$ cat config.mk
export PLATFORM = sky130hd
export DESIGN_NAME = http_request_header_tokenizer_flat
export DESIGN_NICKNAME = d
export VERILOG_FILES = /design/src/rtl/core/hrt_pkg.sv /design/src/rtl/core/hrt_ifs.sv /design/src/rtl/core/hrt_step.sv /design/src/rtl/core/hrt_rq.sv /design/src/rtl/core/http_request_header_tokenizer.sv /design/src/flat_wrapper.sv
export SDC_FILE = /design/constraint.sdc
export NUM_CORES = 1
export LEC_CHECK = 0
export BUFFER_PORTS_ARGS = -buffer_cell sky130_fd_sc_hd__buf_4
export CAP_MARGIN = 20
export CELL_PAD_IN_SITES_DETAIL_PLACEMENT = 0
export CELL_PAD_IN_SITES_GLOBAL_PLACEMENT = 1
export CORE_MARGIN = 10
export CORE_UTILIZATION = 45
export DETAILED_ROUTE_END_ITERATION = 7
export PLACE_DENSITY_LB_ADDON = 0.1
export SLEW_MARGIN = 5
export SYNTH_ARGS = -nofsm -noshare
export SYNTH_HDL_FRONTEND = slang
export SYNTH_SLANG_ARGS = --single-unit
$ cat constraint.sdc
create_clock -name i_clk -period 10.2 [get_ports i_clk]
set_input_delay 1.02 -clock i_clk [delete_from_list [all_inputs] [get_ports i_clk]]
set_output_delay 1.02 -clock i_clk [all_outputs]
set_load 0.05 [all_outputs]
$ cat src/rtl/core/hrt_pkg.sv
// Shared types and constants for the HTTP request header tokenizer.
// No dependencies. All core modules import this package.
package hrt_pkg;

    // Token kind codes carried on each result.
    typedef enum logic [2:0] {
        KIND_METHOD = 3'd0,
        KIND_PATH   = 3'd1,
        KIND_PROTO  = 3'd2,
        KIND_KEY    = 3'd3,
        KIND_VALUE  = 3'd4,
        KIND_END    = 3'd5
    } t_kind;

    // Characters that steer the parse.
    localparam logic [7:0] CH_SP    = 8'h20;
    localparam logic [7:0] CH_CR    = 8'h0D;
    localparam logic [7:0] CH_LF    = 8'h0A;
    localparam logic [7:0] CH_COLON = 8'h3A;

    // Result queue geometry: room for two results per input byte.
    localparam int RQ_DEPTH = 4;
    localparam int RQ_AW    = 2;
    localparam int RQ_CW    = 3;

    // One result item.
    typedef struct packed {
        logic [2:0] token_kind;
        logic       has_byte;
        logic [7:0] out_byte;
        logic       token_end;
        logic [4:0] field_index;
        logic       field_overflow;
    } t_result;

    // Results produced by one processed byte, in delivery order.
    typedef struct packed {
        logic [1:0] num;
        t_result    r0;
        t_result    r1;
    } t_push;

endpackage

$ cat src/rtl/core/hrt_ifs.sv
// Valid/ready channel interfaces for the tokenizer's byte input and result output.
// Depends on nothing but the port widths of the block.
interface hrt_req_if;
    logic       valid;
    logic       ready;
    logic [7:0] data_byte;

    modport source (output valid, output data_byte, input ready);
    modport sink   (input valid, input data_byte, output ready);
endinterface

interface hrt_tok_if;
    logic       valid;
    logic       ready;
    logic [2:0] token_kind;
    logic       has_byte;
    logic [7:0] out_byte;
    logic       token_end;
    logic [4:0] field_index;
    logic       field_overflow;

    modport source (output valid, output token_kind, output has_byte, output out_byte,
                    output token_end, output field_index, output field_overflow,
                    input ready);
    modport sink   (input valid, input token_kind, input has_byte, input out_byte,
                    input token_end, input field_index, input field_overflow,
                    output ready);
endinterface

$ cat src/rtl/core/hrt_step.sv
// Parse state registers and the per-byte step logic of the tokenizer.
// Depends on hrt_pkg; produces up to two results for each processed byte.
module hrt_step
    import hrt_pkg::*;
#(
    parameter int MAX_FIELDS = 32
) (
    input  logic       i_clk,
    input  logic       i_rst_n,
    input  logic       i_go,
    input  logic [7:0] i_byte,
    output t_push      o_push
);

    localparam int CW = $clog2(MAX_FIELDS + 1);
    localparam logic [CW-1:0] LIMIT   = CW'(MAX_FIELDS);
    localparam logic [4:0]    TOP_IDX = 5'(MAX_FIELDS - 1);

    typedef enum logic [2:0] {
        PH_METHOD,
        PH_PATH,
        PH_PROTO,
        PH_LINE,
        PH_KEY,
        PH_VLEAD,
        PH_VALUE
    } t_phase;

    t_phase          r_phase, n_phase, ph;
    logic            r_held, n_held;
    logic [CW-1:0]   r_count, n_count;
    logic            w_ovf;
    logic [4:0]      w_idx;
    logic            cr_hit, main_hit;
    t_result         cr_res, main_res;

    function automatic t_kind phase_kind(input t_phase p);
        t_kind k;
        case (p)
            PH_PATH:            k = KIND_PATH;
            PH_PROTO:           k = KIND_PROTO;
            PH_LINE, PH_KEY:    k = KIND_KEY;
            PH_VLEAD, PH_VALUE: k = KIND_VALUE;
            default:            k = KIND_METHOD;
        endcase
        return k;
    endfunction

    function automatic t_result mk(input t_kind k, input logic h, input logic [7:0] b,
                                   input logic e, input logic [4:0] idx, input logic ovf);
        t_result r;
        logic    fld;
        fld              = (k == KIND_KEY) || (k == KIND_VALUE);
        r.token_kind     = k;
        r.has_byte       = h;
        r.out_byte       = h ? b : 8'h00;
        r.token_end      = e;
        r.field_index    = fld ? idx : 5'd0;
        r.field_overflow = fld & ovf;
        return r;
    endfunction

    // Field index of the header being parsed; pinned once the limit is reached
    assign w_ovf = (r_count >= LIMIT);
    assign w_idx = w_ovf ? TOP_IDX : 5'(r_count);

    // Resolve a held CR, then handle the byte itself
    always_comb begin
        n_held   = r_held;
        n_count  = r_count;
        cr_hit   = 1'b0;
        main_hit = 1'b0;
        cr_res   = '0;
        main_res = '0;
        ph       = r_phase;
        n_phase  = r_phase;

        if (r_held && (i_byte == CH_LF)) begin
            // CR LF: close the line
            n_held = 1'b0;
            case (r_phase)
                PH_PROTO: begin
                    main_hit = 1'b1;
                    main_res = mk(KIND_PROTO, 1'b0, 8'h00, 1'b1, w_idx, w_ovf);
                    n_phase  = PH_LINE;
                end
                PH_LINE: begin
                    main_hit = 1'b1;
                    main_res = mk(KIND_END, 1'b0, 8'h00, 1'b1, w_idx, w_ovf);
                    n_phase  = PH_METHOD;
                    n_count  = '0;
                end
                PH_VLEAD, PH_VALUE: begin
                    main_hit = 1'b1;
                    main_res = mk(KIND_VALUE, 1'b0, 8'h00, 1'b1, w_idx, w_ovf);
                    if (r_count < LIMIT) begin
                        n_count = r_count + CW'(1);
                    end
                    n_phase  = PH_LINE;
                end
                default: ;
            endcase
        end else begin
            // Lone CR becomes content of the current token
            if (r_held) begin
                n_held = 1'b0;
                if (r_phase inside {PH_PROTO, PH_LINE, PH_VLEAD, PH_VALUE}) begin
                    cr_hit = 1'b1;
                    cr_res = mk(phase_kind(r_phase), 1'b1, CH_CR, 1'b0, w_idx, w_ovf);
                    if (r_phase == PH_LINE) begin
                        ph = PH_KEY;
                    end else if (r_phase == PH_VLEAD) begin
                        ph = PH_VALUE;
                    end
                end
            end
            n_phase = ph;

            case (ph)
                PH_METHOD, PH_PATH: begin
                    main_hit = 1'b1;
                    if (i_byte == CH_SP) begin
                        main_res = mk(phase_kind(ph), 1'b0, 8'h00, 1'b1, w_idx, w_ovf);
                        n_phase  = (ph == PH_METHOD) ? PH_PATH : PH_PROTO;
                    end else begin
                        main_res = mk(phase_kind(ph), 1'b1, i_byte, 1'b0, w_idx, w_ovf);
                    end
                end
                PH_PROTO, PH_VALUE: begin
                    if (i_byte == CH_CR) begin
                        n_held = 1'b1;
                    end else begin
                        main_hit = 1'b1;
                        main_res = mk(phase_kind(ph), 1'b1, i_byte, 1'b0, w_idx, w_ovf);
                    end
                end
                PH_LINE, PH_KEY: begin
                    if ((ph == PH_LINE) && (i_byte == CH_CR)) begin
                        n_held = 1'b1;
                    end else if (i_byte == CH_COLON) begin
                        main_hit = 1'b1;
                        main_res = mk(KIND_KEY, 1'b0, 8'h00, 1'b1, w_idx, w_ovf);
                        n_phase  = PH_VLEAD;
                    end else begin
                        main_hit = 1'b1;
                        main_res = mk(KIND_KEY, 1'b1, i_byte, 1'b0, w_idx, w_ovf);
                        n_phase  = PH_KEY;
                    end
                end
                PH_VLEAD: begin
                    // Drop leading spaces of a value
                    if (i_byte == CH_CR) begin
                        n_held = 1'b1;
                    end else if (i_byte != CH_SP) begin
                        main_hit = 1'b1;
                        main_res = mk(KIND_VALUE, 1'b1, i_byte, 1'b0, w_idx, w_ovf);
                        n_phase  = PH_VALUE;
                    end
                end
                default: begin
                    n_phase = PH_METHOD;
                end
            endcase
        end
    end

    // Pack results in delivery order
    always_comb begin
        o_push.num = i_go ? (2'(cr_hit) + 2'(main_hit)) : 2'd0;
        o_push.r0  = cr_hit ? cr_res : main_res;
        o_push.r1  = main_res;
    end

    // Hold parse state; advance on each processed byte
    always_ff @(posedge i_clk) begin
        if (!i_rst_n) begin
            r_phase <= PH_METHOD;
            r_held  <= 1'b0;
            r_count <= '0;
        end else if (i_go) begin
            r_phase <= n_phase;
            r_held  <= n_held;
            r_count <= n_count;
        end
    end

endmodule

$ cat src/rtl/core/hrt_rq.sv
// Result queue: four entries, up to two writes and one read per cycle.
// Depends on hrt_pkg for the result and push types.
module hrt_rq
    import hrt_pkg::*;
(
    input  logic    i_clk,
    input  logic    i_rst_n,
    input  t_push   i_push,
    output logic    o_room,
    output logic    o_valid,
    input  logic    i_ready,
    output t_result o_head
);

    t_result            r_mem [RQ_DEPTH];
    logic [RQ_AW-1:0]   r_wr, r_rd;
    logic [RQ_CW-1:0]   r_cnt;
    logic               w_pop;

    assign o_valid = (r_cnt != '0);
    assign o_head  = r_mem[r_rd];
    assign w_pop   = o_valid && i_ready;
    // Room for the worst case of two results from one byte
    assign o_room  = (r_cnt <= RQ_CW'(RQ_DEPTH - 2));

    // Write entries in order
    always_ff @(posedge i_clk) begin
        if (i_push.num != 2'd0) begin
            r_mem[r_wr] <= i_push.r0;
        end
        if (i_push.num == 2'd2) begin
            r_mem[r_wr + RQ_AW'(1)] <= i_push.r1;
        end
    end

    // Advance pointers and occupancy
    always_ff @(posedge i_clk) begin
        if (!i_rst_n) begin
            r_wr  <= '0;
            r_rd  <= '0;
            r_cnt <= '0;
        end else begin
            r_wr  <= r_wr + RQ_AW'(i_push.num);
            r_rd  <= r_rd + RQ_AW'(w_pop);
            r_cnt <= r_cnt + RQ_CW'(i_push.num) - RQ_CW'(w_pop);
        end
    end

    a_cnt_bound: assert property (@(posedge i_clk) disable iff (!i_rst_n)
        r_cnt <= RQ_CW'(RQ_DEPTH))
        else $error("result queue occupancy beyond depth");

    a_push_room: assert property (@(posedge i_clk) disable iff (!i_rst_n)
        (i_push.num != 2'd0) |-> (r_cnt - RQ_CW'(w_pop) <= RQ_CW'(RQ_DEPTH - 2)))
        else $error("results written without room");

endmodule

$ cat src/rtl/core/http_request_header_tokenizer.sv
// Top level of the HTTP request header tokenizer: input register, step logic, result queue.
// Depends on hrt_pkg, hrt_ifs, hrt_step and hrt_rq.

// The tokenizer takes one request byte per input transfer and gives zero, one or two
// results for it, one result per output transfer. It labels content bytes and marks
// token ends and the end of each request. While the result side is always ready, a byte is
// accepted in every cycle. A held CR gives no result on its own cycle. The byte after a
// lone CR gives two results, and it always follows that CR byte. So the four-entry result
// queue never holds more than two results and always has room, and input stalls come only
// from back-pressure on the result channel. A result can be accepted at the earliest once
// its byte has passed the input register and then the result queue, and later when results
// are queued ahead of it. The header counter saturates at MAX_FIELDS; later fields report
// the top index with the overflow flag set.
module http_request_header_tokenizer
    import hrt_pkg::*;
#(
    parameter int MAX_FIELDS = 32
) (
    input  logic            i_clk,
    input  logic            i_rst_n,
    hrt_req_if.sink         i_req,
    hrt_tok_if.source       o_tok
);

    logic       r_in_valid;
    logic [7:0] r_in_byte;
    logic       w_room;
    logic       w_go;
    logic       w_in_ready;
    t_push      w_push;
    t_result    w_head;

    // Process the held byte when the queue can take its results
    assign w_go       = r_in_valid && w_room;
    assign w_in_ready = !r_in_valid || w_go;
    assign i_req.ready = w_in_ready;

    // Input register
    always_ff @(posedge i_clk) begin
        if (!i_rst_n) begin
            r_in_valid <= 1'b0;
        end else if (w_in_ready) begin
            r_in_valid <= i_req.valid;
        end
    end

    always_ff @(posedge i_clk) begin
        if (w_in_ready && i_req.valid) begin
            r_in_byte <= i_req.data_byte;
        end
    end

    hrt_step #(
        .MAX_FIELDS (MAX_FIELDS)
    ) u_step (
        .i_clk   (i_clk),
        .i_rst_n (i_rst_n),
        .i_go    (w_go),
        .i_byte  (r_in_byte),
        .o_push  (w_push)
    );

    hrt_rq u_rq (
        .i_clk   (i_clk),
        .i_rst_n (i_rst_n),
        .i_push  (w_push),
        .o_room  (w_room),
        .o_valid (o_tok.valid),
        .i_ready (o_tok.ready),
        .o_head  (w_head)
    );

    // Drive the result channel from the queue head
    assign o_tok.token_kind     = w_head.token_kind;
    assign o_tok.has_byte       = w_head.has_byte;
    assign o_tok.out_byte       = w_head.out_byte;
    assign o_tok.token_end      = w_head.token_end;
    assign o_tok.field_index    = w_head.field_index;
    assign o_tok.field_overflow = w_head.field_overflow;

    a_end_no_byte: assert property (@(posedge i_clk) disable iff (!i_rst_n)
        (o_tok.valid && o_tok.token_end) |-> !o_tok.has_byte)
        else $error("token end result carries a content byte");

    a_ovf_field: assert property (@(posedge i_clk) disable iff (!i_rst_n)
        (o_tok.valid && o_tok.field_overflow) |->
            ((o_tok.token_kind == KIND_KEY) || (o_tok.token_kind == KIND_VALUE)))
        else $error("overflow flag on a non-field result");

    a_in_hold: assert property (@(posedge i_clk) disable iff (!i_rst_n)
        (r_in_valid && !w_room) |=> (r_in_valid && $stable(r_in_byte)))
        else $error("stalled input byte lost or changed");

endmodule
$ cat src/flat_wrapper.sv
// flat-port wrapper written by rule: the top's interface ports become plain ports
module http_request_header_tokenizer_flat import hrt_pkg::*;
#(
    parameter int MAX_FIELDS = 32
)
  (i_clk, i_rst_n, i_req_valid, i_req_data_byte, i_req_ready, o_tok_valid, o_tok_token_kind, o_tok_has_byte, o_tok_out_byte, o_tok_token_end, o_tok_field_index, o_tok_field_overflow, o_tok_ready);
  hrt_req_if i_req_i ();
  hrt_tok_if o_tok_i ();
  input  logic i_clk;
  input  logic i_rst_n;
  input wire logic [$bits(i_req_i.valid)-1:0] i_req_valid;
  input wire logic [$bits(i_req_i.data_byte)-1:0] i_req_data_byte;
  output wire logic [$bits(i_req_i.ready)-1:0] i_req_ready;
  output wire logic [$bits(o_tok_i.valid)-1:0] o_tok_valid;
  output wire logic [$bits(o_tok_i.token_kind)-1:0] o_tok_token_kind;
  output wire logic [$bits(o_tok_i.has_byte)-1:0] o_tok_has_byte;
  output wire logic [$bits(o_tok_i.out_byte)-1:0] o_tok_out_byte;
  output wire logic [$bits(o_tok_i.token_end)-1:0] o_tok_token_end;
  output wire logic [$bits(o_tok_i.field_index)-1:0] o_tok_field_index;
  output wire logic [$bits(o_tok_i.field_overflow)-1:0] o_tok_field_overflow;
  input wire logic [$bits(o_tok_i.ready)-1:0] o_tok_ready;
  assign i_req_i.valid = i_req_valid;
  assign i_req_i.data_byte = i_req_data_byte;
  assign i_req_ready = i_req_i.ready;
  assign o_tok_valid = o_tok_i.valid;
  assign o_tok_token_kind = o_tok_i.token_kind;
  assign o_tok_has_byte = o_tok_i.has_byte;
  assign o_tok_out_byte = o_tok_i.out_byte;
  assign o_tok_token_end = o_tok_i.token_end;
  assign o_tok_field_index = o_tok_i.field_index;
  assign o_tok_field_overflow = o_tok_i.field_overflow;
  assign o_tok_i.ready = o_tok_ready;
  http_request_header_tokenizer #(.MAX_FIELDS(MAX_FIELDS)) u_core (.i_clk(i_clk), .i_rst_n(i_rst_n), .i_req(i_req_i), .o_tok(o_tok_i));
endmodule
---- Word level (Yosys, flattened, before mapping) ----
Memory sizes are Yosys's and may differ from the RTL's. A register that Yosys moved wholly into a read port is not among the register bits.
Index checks and enable logic that the tools add are counted.
operators by class
  add/sub/neg operators ................... 7
  multipliers ............................. 0
  div/mod/pow operators ................... 0
  order comparisons ....................... 3
  equality and inequality tests ........... 28
  shift operators ......................... 0
  multiplexer cells ....................... 68
  bitwise operators ....................... 4
  reductions and logical operators ........ 27
operator list
  kind                                               count
  2-to-1 mux 19 bit                                  9
  one-hot mux 19 bit (4 select lines)                1
  2-to-1 mux 3 bit                                   22
  one-hot mux 19 bit (3 select lines)                1
  one-hot mux 3 bit (4 select lines)                 3
  == test 3 bit, second input constant               10
  2-to-1 mux 5 bit                                   5
  == test 3 x 2 -> 1 bit, second input constant      8
  2-to-1 mux 18 bit                                  1
  2-to-1 mux 1 bit                                   17
  == test 8 x 4 -> 1 bit, second input constant      2
  == test 8 x 6 -> 1 bit, second input constant      2
  2-to-1 mux 16 bit                                  1
  one-hot mux 6 bit (2 select lines)                 1
  OR reduction 2 bit                                 6
  != test 8 x 6 -> 1 bit, second input constant      1
  adder 6 x 1 -> 6 bit, second input constant        1
  == test 3 x 1 -> 1 bit, second input constant      2
  >= comparator 6 bit, second input constant         1
  less-than comparator 6 bit, second input constant  1
  2-to-1 mux 2 bit                                   3
  2-to-1 mux 6 bit                                   1
  one-hot mux 3 bit (2 select lines)                 1
  OR reduction 3 bit                                 2
  23 further kinds                                   35
word-level totals
  register bits after elaboration ......... 26
  bits in latches ......................... 0
  memory bits (writable) .................. 76
  bits in read-only memories .............. 0
  input port bits ......................... 12
  output and inout port bits .............. 21
  memories kept ........................... 1
memory list
  name               depth  bits a word  read ports  clocked after Yosys merged registers in  write ports  line          text
  u_core.u_rq.r_mem  4      19           1           1                                        2            hrt_rq.sv:15  t_result r_mem [RQ_DEPTH];

---- Logic depth before layout (Yosys ltp) ----
  word-level depth ........................ 19
  depth in mapped cells ................... 15
  depth with buffers taken out ............ 13

---- Cells and area by module ----
From an unflattened synthesis, not the netlist that was laid out.
second synthesis, totals
  cells, all modules ...................... 478
  area total of the unflattened synthesis .. 6128.4 um^2
modules (own cells, without submodules)
  module                         instances  cells each  area an instance (um^2)  sequential area each (um^2)
  hrt_rq                         1          229         4192.8                   2422.3
  hrt_step                       1          235         1630.3                   200.2
  http_request_header_tokenizer  1          14          305.3                    260.2

---- Least setup slack after synthesis ----
No wires, ideal clock.
  path kind ............................... register to register
  start point ............................. reg u_core.r_in_byte[4]
  end point ............................... mem u_core.u_rq.r_mem[2][0] (netlist bit) (enable)
  library setup time ...................... 0.444 ns
  arrival time ............................ 4.398 ns
  data required time ...................... 9.756 ns
  setup slack ............................. 5.359 ns
  cell stages (with the launch flop) ...... 12
  buffers on the path ..................... 2
  clock period less this slack ............ 4.841 ns
  cells stage by stage .................... edfxtp_1 > buf_2 > or4_1 > buf_4 > nor4_4 > nor2_1 > o41ai_1 > o21ai_1 > ha_1 > inv_1 > nor2_1 > nor4_1
RTL lines
  item                    line                                 text
  from (decl)             http_request_header_tokenizer.sv:26  logic [7:0] r_in_byte;
  from (signal assigned)  http_request_header_tokenizer.sv:49  r_in_byte <= i_req.data_byte;
  to (decl)               hrt_rq.sv:15

==> run summary <==
Layout cell share with drive strength beyond 1: 0.191
Initial antenna violation count: 0
Tightest Pin Transition: 0.852 ns
Worst Hold Depth: 2
CTS tree: done
Fin. max-slew vios: 0
CP Launch Type: flop
Grt ovf: 0
Root Driver: clkbuf_16
Post-synthesis sequential area ratio: 0.525
Clock buffer count from CTS: 9
Post-CTS setup buffers: 0
Area occupied by registers: 0.00288 mm²
Layout filler cell count: 1070
Clock Path Buffers: 2
Setup violators final: 0
Number of synthesized register bits: 102
Worst skew pair latency: 0.35 ns
1st-pass router iterations: 7
Die X: 130 µm
Number of port buffers: 32
Hold_ws: 0.566 ns
Most used DFF post-synth: edfxtp_1
Top-count cell post-synth: edfxtp_1
Post-cts repair resize count: 0
Largest net degree at the start of global routing: 28
Hold Fails Final Rpt: 0
Highest Clock Rate: 205 MHz
Setup Skew: 0.00772 ns
Worst path required time: 10.29 ns
Vias in the first global route: 3973
Multi-input gate area: 0.00246 mm²
Final period utilization: 0.479
PD cells: 209 mW/mm²
Number of synthesized flops with an enable pin: 84
Synthesized cell area: 0.00549 mm²
Synth-to-layout area growth: 13.0%
Synth area leader: edfxtp_1
Initial Util: 0.459
Worst rel slew slack: 0.431
Average wire per standard cell: 20.8 µm
Synth top area share: 0.460
Die Span Y: 130 µm
Post-Route WL: 13600 µm
Post-layout net count: 527
Netlist cell types: 68
CTS hold repair buffers: 0
MaxCap Viol Count: 0
Ranking of synthesized cells by area: edfxtp_1 (46%), mux4_2 (7.8%), dfxtp_1 (6.6%)
Worst-path clk slew: 0.07 ns
Antenna Nets Post-Route: 0
CORE AREA: 0.0120 mm²
Worst min path class: reg2reg
Mapped Avg Cell Area: 11.5 µm²
Cells after Synth: 478
Boundary Pins: 33
Total chip power: 1.30 mW
Setup CP Type: reg2reg
First-pass GRT wire length: 22200 µm
Worst Reg2Reg Path Length in Cells: 11
Routability cong.: 0.878
Status: completed
Setup_tns: 0 ns
Die area: 0.0170 mm²
Antenna Cells: 0
Clock sink count: 102
Post-synth top cells: edfxtp_1 (84), nor2_1 (72), nand2_1 (45), mux4_2 (19)
Post-detail-place hpwl: 9510 µm
Synth async-reset ratio: 0
Vias: 3958
H-tree depth: 3
Rows: 40
GRT Overall Usage: 0.171
# DRC: 0
Iter 0 DRT Violations: 495
Synth Warn #: 0
Endpoint type of the worst setup path: flop
Worst Path Max Fanout: 12
Critical path arrival: 4.97 ns
Via density: 6.03
Pleak: 2.07 nW
Synth Net Count: 499
Fin crit period: 4.88 ns
Unrepaired setup endpoints after global routing: no
Max VDD drop: 0.117 mV
-- critical path, cell delays in order (launching register included) --
cell,delay (ns)
edfxtp_1,0.51
or4_1,0.79
nor3_2,0.70
nor2_2,0.35
o41ai_1,0.14
o21ai_1,0.12
ha_1,0.38
or4bb_1,0.56
nor3_1,0.42
o22ai_1,0.22
a211oi_4,0.31
nor2_1,0.10
-- metrics by stage --
step / setup WS [ns] / util / cells / instance area, µm²
floorplan: 5.36 / - / 478 / 5490
global placement: 5.56 / 0.492 / 640 / 5880
detailed placement: 5.38 / 0.492 / 640 / 5880
CTS: 5.36 / 0.517 / 654 / 6180
global route: 4.93 / 0.518 / 656 / 6200
finish: 5.32 / 0.518 / 656 / 6200
-- cell type report --
class / count / share of cell area
clock buffers: 10 / 0.0369
clock inverters: 4 / 0.0117
inverters: 15 / 0.00908
multi-input cells: 337 / 0.397
flip-flops and latches: 102 / 0.465
well taps: 147 / 0.0297
repair buffers: 41 / 0.0504
-- flip-flops by register name (all words and copies together) (netlist names) --
signal                 cells
u_core.u_rq.r_wr           2
u_core.r_in_valid          1
u_core.u_rq.r_cnt          3
u_core.u_step.r_phase      3
u_core.u_step.r_held       1
u_core.u_rq.r_mem         76
u_core.u_rq.r_rd           2
u_core.r_in_byte           8
u_core.u_step.r_count      6
-- final timing paths --
kind / startpoint / to / slack, ns
worst min register to register: u_core.u_rq.r_cnt[2] / u_core.u_rq.r_cnt[2] / 0.57
worst min-delay path: u_core.u_rq.r_cnt[2] / u_core.u_rq.r_cnt[2] / 0.57
worst max-delay path: u_core.r_in_byte[4] / u_core.u_rq.r_mem[2][4] / 5.32
worst max register to register: u_core.r_in_byte[4] / u_core.u_rq.r_mem[2][4] / 5.32
-- metal layers --
metal	wire length, µm	track usage
met3	784	0.0379
met1	6330	0.239
met4	161	0.0510
met2	6350	0.262
met5	0	0
-- power breakdown --
group	total [mW]	internal, mW	switching, mW
clock network	0.360	0.212	0.147
registers	0.522	0.487	0.0348
logic	0.413	0.153	0.261
total	1.30	0.852	0.443
-- kinds of logic after synthesis --
family	after synthesis	synth area share
simple gates	197	0.189
mux	19	0.0780
flops	102	0.525
fa+ha+maj	9	0.0219
compound gates	105	0.146
buf+inv	39	0.0285
xor+xnor	7	0.0112
-- layout by cell type, fill, tap and decap left out, drive strengths merged, types with 2 or more instances in the layout --
cell type / synthesis / routed
o221ai: 2 / 2
nor2b: 5 / 5
nor2: 73 / 73
or4bb: 3 / 3
o32ai: 3 / 3
edfxtp: 84 / 84
mux4: 19 / 19
clkbuf: 18 / 10
nand4: 4 / 4
bufinv: 0 / 2
nor4: 7 / 7
and3b: 2 / 2
o211a: 3 / 3
o21ai: 32 / 32
nand2b: 2 / 2
o21a: 2 / 2
and3: 3 / 3
a21o: 2 / 2
and4b: 4 / 4
a21oi: 16 / 16
a31o: 2 / 2
nand2: 45 / 45
nand3: 5 / 5
o211ai: 4 / 4
inv: 15 / 16
dfxtp: 18 / 18
nor3: 17 / 17
o2bb2ai: 2 / 2
a211oi: 9 / 9
or3: 2 / 2
a31oi: 3 / 3
xnor2: 6 / 6
buf: 6 / 41
nand4b: 2 / 2
nor3b: 8 / 8
ha: 8 / 8
and2: 7 / 7
nand3b: 4 / 4
o22ai: 14 / 14
Power figures use the tool's default switching activity.
